$ cat src/rtl/ptrs_pkg.sv
`default_nettype none
// ----------------------------------------------------------------------------
// ptrs_pkg
// Shared types and codes for the periodic task release scheduler.
// ----------------------------------------------------------------------------
package ptrs_pkg;

  typedef enum logic [2:0] {
    KIND_TIMER   = 3'd0,
    KIND_CREATE  = 3'd1,
    KIND_SUSPEND = 3'd2,
    KIND_RESUME  = 3'd3,
    KIND_DELETE  = 3'd4
  } kind_t;

  typedef enum logic [1:0] {
    ST_KILLED = 2'd0,
    ST_READY  = 2'd1,
    ST_PAUSED = 2'd2
  } status_t;

  // Work handed from the front end to the back end
  typedef struct packed {
    logic        is_tick;
    logic [2:0]  kind;
    logic [3:0]  task_index;
    logic [15:0] period;
    logic [7:0]  start_offset;
    logic [31:0] tick;
  } op_t;

  typedef enum logic [2:0] {
    BK_IDLE,
    BK_SCAN,
    BK_DIV,
    BK_EMIT
  } bk_state_t;

  localparam int unsigned OutLimit = 8;

endpackage : ptrs_pkg
`default_nettype wire

$ cat src/rtl/ptrs_front.sv
`default_nettype none
// ----------------------------------------------------------------------------
// ptrs_front
// Accepts operations, divides timer events into ticks, counts ticks and
// queues ticks and table edits for the back end.
// ----------------------------------------------------------------------------
module ptrs_front
  import ptrs_pkg::*;
(
  input  wire logic        clk,
  input  wire logic        rst_n,
  input  wire logic        cfg_we,
  input  wire logic [15:0] cfg_wdata,
  input  wire logic        in_valid,
  output logic             in_stall,
  input  wire logic [2:0]  in_kind,
  input  wire logic [3:0]  in_task_index,
  input  wire logic [15:0] in_period,
  input  wire logic [7:0]  in_start_offset,
  output logic             q_valid,
  input  wire logic        q_pop,
  output op_t              q_data
);

  localparam int unsigned Depth = 2;

  logic [15:0] divide_r, divide_nxt;
  logic [15:0] dcount_r, dcount_nxt;
  logic [31:0] tick_r, tick_nxt;
  op_t         fifo_r [Depth];
  logic        wp_r, rp_r;
  logic [1:0]  cnt_r;
  logic        push, take, tick_now;
  op_t         op;

  assign in_stall = (cnt_r == 2'(Depth));
  assign take     = in_valid && !in_stall;
  assign tick_now = (in_kind == KIND_TIMER) && (dcount_r <= 16'd1);

  // Classify and build the queued operation
  always_comb begin
    op.is_tick      = tick_now;
    op.kind         = in_kind;
    op.task_index   = in_task_index;
    op.period       = in_period;
    op.start_offset = in_start_offset;
    op.tick         = tick_r + 32'd1;
  end
  assign push = take && (in_kind != KIND_TIMER || tick_now);

  // Divider and tick counter
  always_comb begin
    divide_nxt = divide_r;
    dcount_nxt = dcount_r;
    tick_nxt   = tick_r;
    if (cfg_we) begin
      divide_nxt = cfg_wdata;
      dcount_nxt = cfg_wdata;
    end else if (take && in_kind == KIND_TIMER) begin
      if (dcount_r > 16'd1) begin
        dcount_nxt = dcount_r - 16'd1;
      end else begin
        dcount_nxt = divide_r;
        tick_nxt   = tick_r + 32'd1;
      end
    end
  end

  always_ff @(posedge clk) begin
    if (!rst_n) begin
      divide_r <= 16'd1;
      dcount_r <= 16'd1;
      tick_r   <= '0;
      wp_r     <= 1'b0;
      rp_r     <= 1'b0;
      cnt_r    <= '0;
    end else begin
      divide_r <= divide_nxt;
      dcount_r <= dcount_nxt;
      tick_r   <= tick_nxt;
      if (push) wp_r <= ~wp_r;
      if (q_pop) rp_r <= ~rp_r;
      cnt_r <= cnt_r + 2'(push) - 2'(q_pop);
    end
  end

  // Queue storage
  always_ff @(posedge clk) begin
    if (push) fifo_r[wp_r] <= op;
  end

  assign q_valid = (cnt_r != 2'd0);
  assign q_data  = fifo_r[rp_r];

endmodule : ptrs_front
`default_nettype wire

$ cat src/rtl/ptrs_back.sv
`default_nettype none
// ----------------------------------------------------------------------------
// ptrs_back
// Holds the task table, applies edits and scans it on every tick with a
// bit-serial modulo unit shared by all entries.
// ----------------------------------------------------------------------------
module ptrs_back
  import ptrs_pkg::*;
#(
  parameter int unsigned NUM_TASKS = 8
) (
  input  wire logic        clk,
  input  wire logic        rst_n,
  input  wire logic        q_valid,
  output logic             q_pop,
  input  op_t              q_data,
  output logic             out_valid,
  input  wire logic        out_stall,
  output logic [3:0]       out_due_task,
  output logic             out_last_due,
  output logic [31:0]      out_tick_number
);

  localparam int unsigned IW = (NUM_TASKS > 1) ? $clog2(NUM_TASKS) : 1;

  logic [NUM_TASKS-1:0] valid_r;
  status_t              status_r [NUM_TASKS];
  logic [15:0]          period_r [NUM_TASKS];
  logic [7:0]           offset_r [NUM_TASKS];

  bk_state_t   state_r, state_nxt;
  logic [4:0]  idx_r;
  logic [IW-1:0] idx;
  logic [31:0] tick_r;
  logic [31:0] num_r;
  logic [15:0] rem_r;
  logic [5:0]  bit_r;
  logic [3:0]  cnt_r;
  logic        hit_pend_r;
  logic [3:0]  pend_idx_r;
  logic        ov_r;
  logic        eligible, scan_done;
  logic [16:0] rem_sh;
  logic [16:0] rem_sub;
  logic [15:0] rem_step;

  assign idx = idx_r[IW-1:0];
  assign eligible = valid_r[idx] && status_r[idx] == ST_READY &&
                    tick_r >= {24'd0, offset_r[idx]};
  assign scan_done = (idx_r == 5'(NUM_TASKS)) || (cnt_r == 4'(OutLimit));
  assign rem_sh = {rem_r, num_r[31]};
  assign rem_sub = rem_sh - {1'b0, period_r[idx]};
  assign rem_step = (rem_sh >= {1'b0, period_r[idx]}) ? rem_sub[15:0] : rem_sh[15:0];

  // Next state
  always_comb begin
    state_nxt = state_r;
    case (state_r)
      BK_IDLE: if (q_valid && q_data.is_tick) state_nxt = BK_SCAN;
      BK_SCAN: if (!ov_r || !out_stall) begin
        if (scan_done) state_nxt = BK_EMIT;
        else if (eligible) state_nxt = BK_DIV;
      end
      BK_DIV:  if (bit_r == 6'd31) state_nxt = BK_SCAN;
      BK_EMIT: if (!ov_r || !out_stall) state_nxt = BK_IDLE;
      default: state_nxt = BK_IDLE;
    endcase
  end

  // Outputs to the queue
  always_comb begin
    q_pop = 1'b0;
    case (state_r)
      BK_IDLE: q_pop = q_valid;
      default: q_pop = 1'b0;
    endcase
  end

  always_ff @(posedge clk) begin
    if (!rst_n) begin
      state_r    <= BK_IDLE;
      valid_r    <= '0;
      ov_r       <= 1'b0;
      hit_pend_r <= 1'b0;
      for (int i = 0; i < NUM_TASKS; i++) status_r[i] <= ST_KILLED;
    end else begin
      state_r <= state_nxt;
      if (ov_r && !out_stall) ov_r <= 1'b0;
      case (state_r)
        BK_IDLE: begin
          idx_r      <= '0;
          cnt_r      <= '0;
          hit_pend_r <= 1'b0;
          tick_r     <= q_data.tick;
          // Apply table edits
          if (q_valid && !q_data.is_tick &&
              {1'b0, q_data.task_index} < 5'(NUM_TASKS)) begin
            case (q_data.kind)
              KIND_CREATE: if (q_data.period != 16'd0) begin
                valid_r[q_data.task_index[IW-1:0]]  <= 1'b1;
                status_r[q_data.task_index[IW-1:0]] <= ST_READY;
                period_r[q_data.task_index[IW-1:0]] <= q_data.period;
                offset_r[q_data.task_index[IW-1:0]] <= q_data.start_offset;
              end
              KIND_SUSPEND: status_r[q_data.task_index[IW-1:0]] <= ST_PAUSED;
              KIND_RESUME:
                if (status_r[q_data.task_index[IW-1:0]] == ST_PAUSED)
                  status_r[q_data.task_index[IW-1:0]] <= ST_READY;
              KIND_DELETE: begin
                status_r[q_data.task_index[IW-1:0]] <= ST_KILLED;
                valid_r[q_data.task_index[IW-1:0]]  <= 1'b0;
              end
              default: ;
            endcase
          end
        end
        BK_SCAN: if (!ov_r || !out_stall) begin
          if (!scan_done) begin
            if (eligible) begin
              num_r <= tick_r - {24'd0, offset_r[idx]};
              rem_r <= '0;
              bit_r <= '0;
            end else begin
              idx_r <= idx_r + 5'd1;
            end
          end
        end
        BK_DIV: begin
          // One restoring step of the modulo per cycle
          num_r <= {num_r[30:0], 1'b0};
          bit_r <= bit_r + 6'd1;
          rem_r <= rem_step;
          if (bit_r == 6'd31) begin
            if (rem_step == 16'd0) begin
              // Flush any held hit, hold this one back to learn last_due
              if (hit_pend_r) begin
                ov_r            <= 1'b1;
                out_due_task    <= pend_idx_r;
                out_last_due    <= 1'b0;
                out_tick_number <= tick_r;
              end
              hit_pend_r <= 1'b1;
              pend_idx_r <= 4'(idx_r);
              cnt_r      <= cnt_r + 4'd1;
            end
            idx_r <= idx_r + 5'd1;
          end
        end
        BK_EMIT: if (!ov_r || !out_stall) begin
          if (hit_pend_r) begin
            ov_r            <= 1'b1;
            out_due_task    <= pend_idx_r;
            out_last_due    <= 1'b1;
            out_tick_number <= tick_r;
          end
        end
        default: ;
      endcase
    end
  end

  assign out_valid = ov_r;

endmodule : ptrs_back
`default_nettype wire

$ cat src/rtl/periodic_task_release_scheduler_unit.sv
`default_nettype none
// ----------------------------------------------------------------------------
// periodic_task_release_scheduler_unit
// Periodic task table with divided timer ticks and release scan.
// ----------------------------------------------------------------------------
// Usage: operations enter on in_* (valid/stall); releases leave on out_*
// with out_last_due marking the final release of a tick. The user must write
// tick_divide through cfg_we/cfg_wdata only while the block is idle; the
// block itself does not enforce this. A tick is popped in the idle state,
// then the entries are scanned in order until all are seen or OutLimit
// releases are found: an entry that is not valid, ready and past its offset
// is skipped, each other entry is tested in the one-bit-per-cycle modulo
// unit, and the held final release is given at the end of the scan. A
// two-entry queue parts the front end from the scanning back end, so
// operations are taken while a scan runs until the queue fills.
// Reset (synchronous, rst_n low) clears the table, the tick counter and
// sets the divider to 1. When out_stall is high a held result stays and the
// scan waits until it is taken.
// ----------------------------------------------------------------------------
module periodic_task_release_scheduler_unit
  import ptrs_pkg::*;
#(
  parameter int unsigned NUM_TASKS = 8
) (
  input  wire logic        clk,
  input  wire logic        rst_n,
  input  wire logic        cfg_we,
  input  wire logic [15:0] cfg_wdata,
  input  wire logic        in_valid,
  output logic             in_stall,
  input  wire logic [2:0]  in_kind,
  input  wire logic [3:0]  in_task_index,
  input  wire logic [15:0] in_period,
  input  wire logic [7:0]  in_start_offset,
  output logic             out_valid,
  input  wire logic        out_stall,
  output logic [3:0]       out_due_task,
  output logic             out_last_due,
  output logic [31:0]      out_tick_number
);

  logic q_valid, q_pop;
  op_t  q_data;

  ptrs_front u_front (
    .clk, .rst_n, .cfg_we, .cfg_wdata,
    .in_valid, .in_stall, .in_kind, .in_task_index, .in_period, .in_start_offset,
    .q_valid, .q_pop, .q_data
  );

  ptrs_back #(.NUM_TASKS(NUM_TASKS)) u_back (
    .clk, .rst_n, .q_valid, .q_pop, .q_data,
    .out_valid, .out_stall, .out_due_task, .out_last_due, .out_tick_number
  );

endmodule : periodic_task_release_scheduler_unit
`default_nettype wire

$ cat config.mk
export PLATFORM = sky130hd
export DESIGN_NAME = periodic_task_release_scheduler_unit
export DESIGN_NICKNAME = d
export VERILOG_FILES = /design/src/rtl/ptrs_pkg.sv /design/src/rtl/ptrs_front.sv /design/src/rtl/ptrs_back.sv /design/src/rtl/periodic_task_release_scheduler_unit.sv
export SDC_FILE = /design/constraint.sdc
export NUM_CORES = 1
export LEC_CHECK = 0
export BUFFER_PORTS_ARGS = -buffer_cell sky130_fd_sc_hd__buf_2
export CORE_MARGIN = 1
export CORE_UTILIZATION = 55
export CTS_CLUSTER_DIAMETER = 200
export DETAILED_ROUTE_END_ITERATION = 8
export GPL_TIMING_DRIVEN = 1
export PLACE_DENSITY = 0.75
export SLEW_MARGIN = 20
export SYNTH_ARGS = -nofsm -noshare
export SYNTH_HDL_FRONTEND = slang
export SYNTH_SLANG_ARGS = --single-unit
$ cat constraint.sdc
create_clock -name clk -period 6.4 [get_ports clk]
set_input_delay 1.28 -clock clk [delete_from_list [all_inputs] [get_ports clk]]
set_output_delay 1.28 -clock clk [all_outputs]
set_load 0.005 [all_outputs]
==> impl_metrics.json <==
{
  "ys_ff_latch": 556,
  "rows": 76,
  "fp.dieW_um": 212,
  "dr.pass1.iters": 5,
  "yosys_warnings": 0,
  "grt_start_max_net_pins": 85,
  "p_switching_mw": 3.00,
  "status": "finished clean",
  "seq_power_share_pct": 45.5,
  "gp_congestion": 0.850,
  "num_vias": 14100,
  "period_minus_slack_ns": 5.68,
  "die_h_um": 212,
  "synth_area_um2": 24200,
  "clock.fmax_mhz": 176,
  "cts_tree": "yes",
  "fin_nets": 1902,
  "leakage_nw": 9.08,
  "power.density_nw_per_um2": 376,
  "max_cap_violations": 0,
  "synth_edf_count": 472,
  "dieArea_um2": 44800,
  "grt_antenna_before_repair": 0,
  "initial_core_util_pct": 55.9,
  "hold_violations": 0,
  "grt_pass1_vias": 13700,
  "crit_chain": "buf_4, buf_4, mux4_2, mux2_2, ha_1, fa_1, nor2b_1, o21ai_0, a21boi_0, o21ai_0, a21oi_1, o211ai_2, o22ai_1, and2_2, buf_12",
  "cts_buffers": 53,
  "cp_data_arrival_time_ns": 5.97,
  "syn_area_per_cell_um2": 14.1,
  "crit_type": "reg2reg",
  "netlist.area_leader.share_pct": 58.6,
  "ir_drop_uv": 222,
  "tightest_slew_ns": 0.957,
  "sw_frac_of_total_pct": 29.5,
  "wire_per_inst_um": 19.9,
  "n_antenna_cell": 0,
  "dr_wl_met2_um": 22500,
  "synth_top_flop_cell": "edfxtp_1",
  "cp.required_ns": 6.70,
  "synth_fp_nets": 1812,
  "postCtsSetupBuffers": 0,
  "cpMaxStageDelayCell": "dfxtp_4",
  "avgViaCountPerCell": 5.79,
  "drive_above_1_share_pct": 18.6,
  "slowest_delay_ns": 0.60,
  "grt_setup_unrepaired": "no",
  "cts_root_buf": "clkbuf_16",
  "yosys-top-cells-count": "472 x edfxtp_1, 129 x nand2_1, 117 x nor2_1, 84 x dfxtp_1, 74 x o21ai_0",
  "ant_nets": 0,
  "async_reset_ff_share_pct": 0,
  "drc_errors": 0,
  "total_power_mw": 10.2,
  "synth_area_leaders": "edfxtp_1 59%, dfxtp_1 7.0%, mux4_2 4.7%, mux2_2 2.9%, xnor2_1 2.5%",
  "fin_setup_tns_ns": 0,
  "internal_power_mw": 7.17,
  "io_buffers": 90,
  "end_kind": "flip-flop",
  "grt_util_all_layers_pct": 22.0,
  "ioPinCount": 91,
  "netlist_instances": 1720,
  "ys_types": 73,
  "hold_ws_ns": 0.419,
  "crit_path_start_kind": "flip-flop",
  "synth_most_common_cell": "edfxtp_1",
  "clkTransAtPathRegs_ns": 0.06,
  "area_delta_synth_final_pct": 11.9,
  "clockBufferDepth": 3,
  "clock_power_share_pct": 30.7,
  "topRoutingLayerUsed": "met4",
  "clk_latency_ns": 0.61,
  "report.final.setup_viol": 0,
  "cts_hold_buf": 0,
  "maxSlewHeadroom_pct": 36.2,
  "coreArea_um2": 43300,
  "min_path_type": "reg2reg",
  "cts_resized": 0,
  "drt-total-wl_um": 48600,
  "grt-ovfl-total": 0,
  "clock_skew_ns": 0.0209,
  "drt_iter0_markers": 1160,
  "yosysTopAreaCell": "edfxtp_1",
  "pwr-share-comb_pct": 23.8,
  "dp_hpwl_um": 31700,
  "clock_sinks": 556,
  "crit_fanout": 31,
  "fin_crit_sh_pct": 88.7,
  "slew_violations": 0,
  "drt-met1-wl_um": 22500,
  "synth.yosys.seq_area_share_pct": 65.6,
  "htreeDepth": 2,
  "grt_pass1_wl_um": 75500,
  "wl_met3_um": 2750
}
==> placed cells by master, fill, tap and decap left out, drive strengths merged, types with 19 or more instances in the layout <==
| master | instances |
|---|---|
| dfxtp | 84 |
| or3 | 27 |
| mux2 | 66 |
| nor4 | 19 |
| nand3 | 33 |
| edfxtp | 472 |
| buf | 108 |
| inv | 50 |
| and2 | 42 |
| a21boi | 38 |
| mux2i | 46 |
| ha | 38 |
| clkinv | 20 |
| nor2 | 117 |
| o21ai | 75 |
| mux4 | 51 |
| clkbuf | 68 |
| nor2b | 31 |
| nor3 | 34 |
| xnor2 | 68 |
| nand2 | 130 |
| a21oi | 52 |
| xor2 | 33 |
==> metrics by stage <==
step | utilization [%] | cell area [um^2] | std cells | worst slack (ns)
after floorplan | - | 24200 | 1720 | 0.365
after global placement | 58.6 | 25300 | 2340 | 0.958
after detailed placement | 58.6 | 25300 | 2340 | 0.723
after CTS | 62.6 | 27100 | 2439 | 0.707
after global routing | 62.6 | 27100 | 2439 | 0.265
final | 62.6 | 27100 | 2439 | 0.724
==> logic make-up after synthesis <==
logic type,count (synthesis),share of synthesized area [%]
fa+ha+maj,40,2.13
mux,163,9.77
simple gates,484,10.1
buf+inv,121,1.94
xor+xnor,101,3.66
compound gates,255,6.84
flops,556,65.6
==> layer usage <==
layer | track usage, % | vias to the layer above
met5 | 0 | -
met2 | 34.0 | 415
met1 | 32.9 | 6994
met4 | 5.55 | 0
li1 | - | 6646
met3 | 3.17 | 72
==> layout make-up <==
| class | count | area (um^2) |
|---|---|---|
| sequential | 556 | 15900 |
| tap | 585 | 732 |
| clock buffer | 68 | 1410 |
| fill | 3152 | 16200 |
| timing repair buffer | 108 | 598 |
| multi-input combinational | 1043 | 7960 |
| clock inverter | 31 | 318 |
| inverter | 48 | 180 |
==> power by group through the flow <==
stage	Combinational, mW	Sequential [mW]	Clock (mW)
detailed placement	2.40	4.70	0
global route	2.65	4.65	3.31
CTS	2.42	4.62	3.17
floorplan	1.88	4.54	0
global placement	2.34	4.68	0
finish	2.42	4.63	3.12
==> final timing paths <==
check	start	to	slack (ns)	depth (start not counted)
hold reg to reg	u_back.pend_idx_r[2]	u_back.out_due_task[2]	0.42	0
hold / removal	u_back.pend_idx_r[2]	u_back.out_due_task[2]	0.42	0
setup reg to reg	flip-flop	u_back.num_r[27]	0.72	15
setup / recovery	flip-flop	u_back.num_r[27]	0.72	15
==> state kept, by name, summed over array words and instances, names as in the netlist, 2 cells and up, named ones only <==
register / flops
u_back.offset_r: 64
u_back.bit_r: 6
u_front.divide_r: 16
u_back.tick_r: 32
u_back.pend_idx_r: 4
u_front.fifo_r: 128
u_back.idx_r: 5
u_front.cnt_r: 2
u_back.status_r: 16
u_back.state_r: 2
u_back.out_due_task: 4
u_back.period_r: 128
u_back.out_tick_number: 32
u_front.dcount_r: 16
u_back.rem_r: 16
u_front.tick_r: 32
u_back.num_r: 32
u_back.cnt_r: 4
==> worst max-delay path, delay by kind of cell (launching register included) <==
family / cells / cell delay (ns)
mux: 2 / 0.83
fa+ha+maj: 2 / 0.63
compound gates: 6 / 1.47
simple gates: 2 / 0.69
flops: 1 / 0.60
buf+inv: 3 / 1.06
Power figures use the tool's default switching activity.
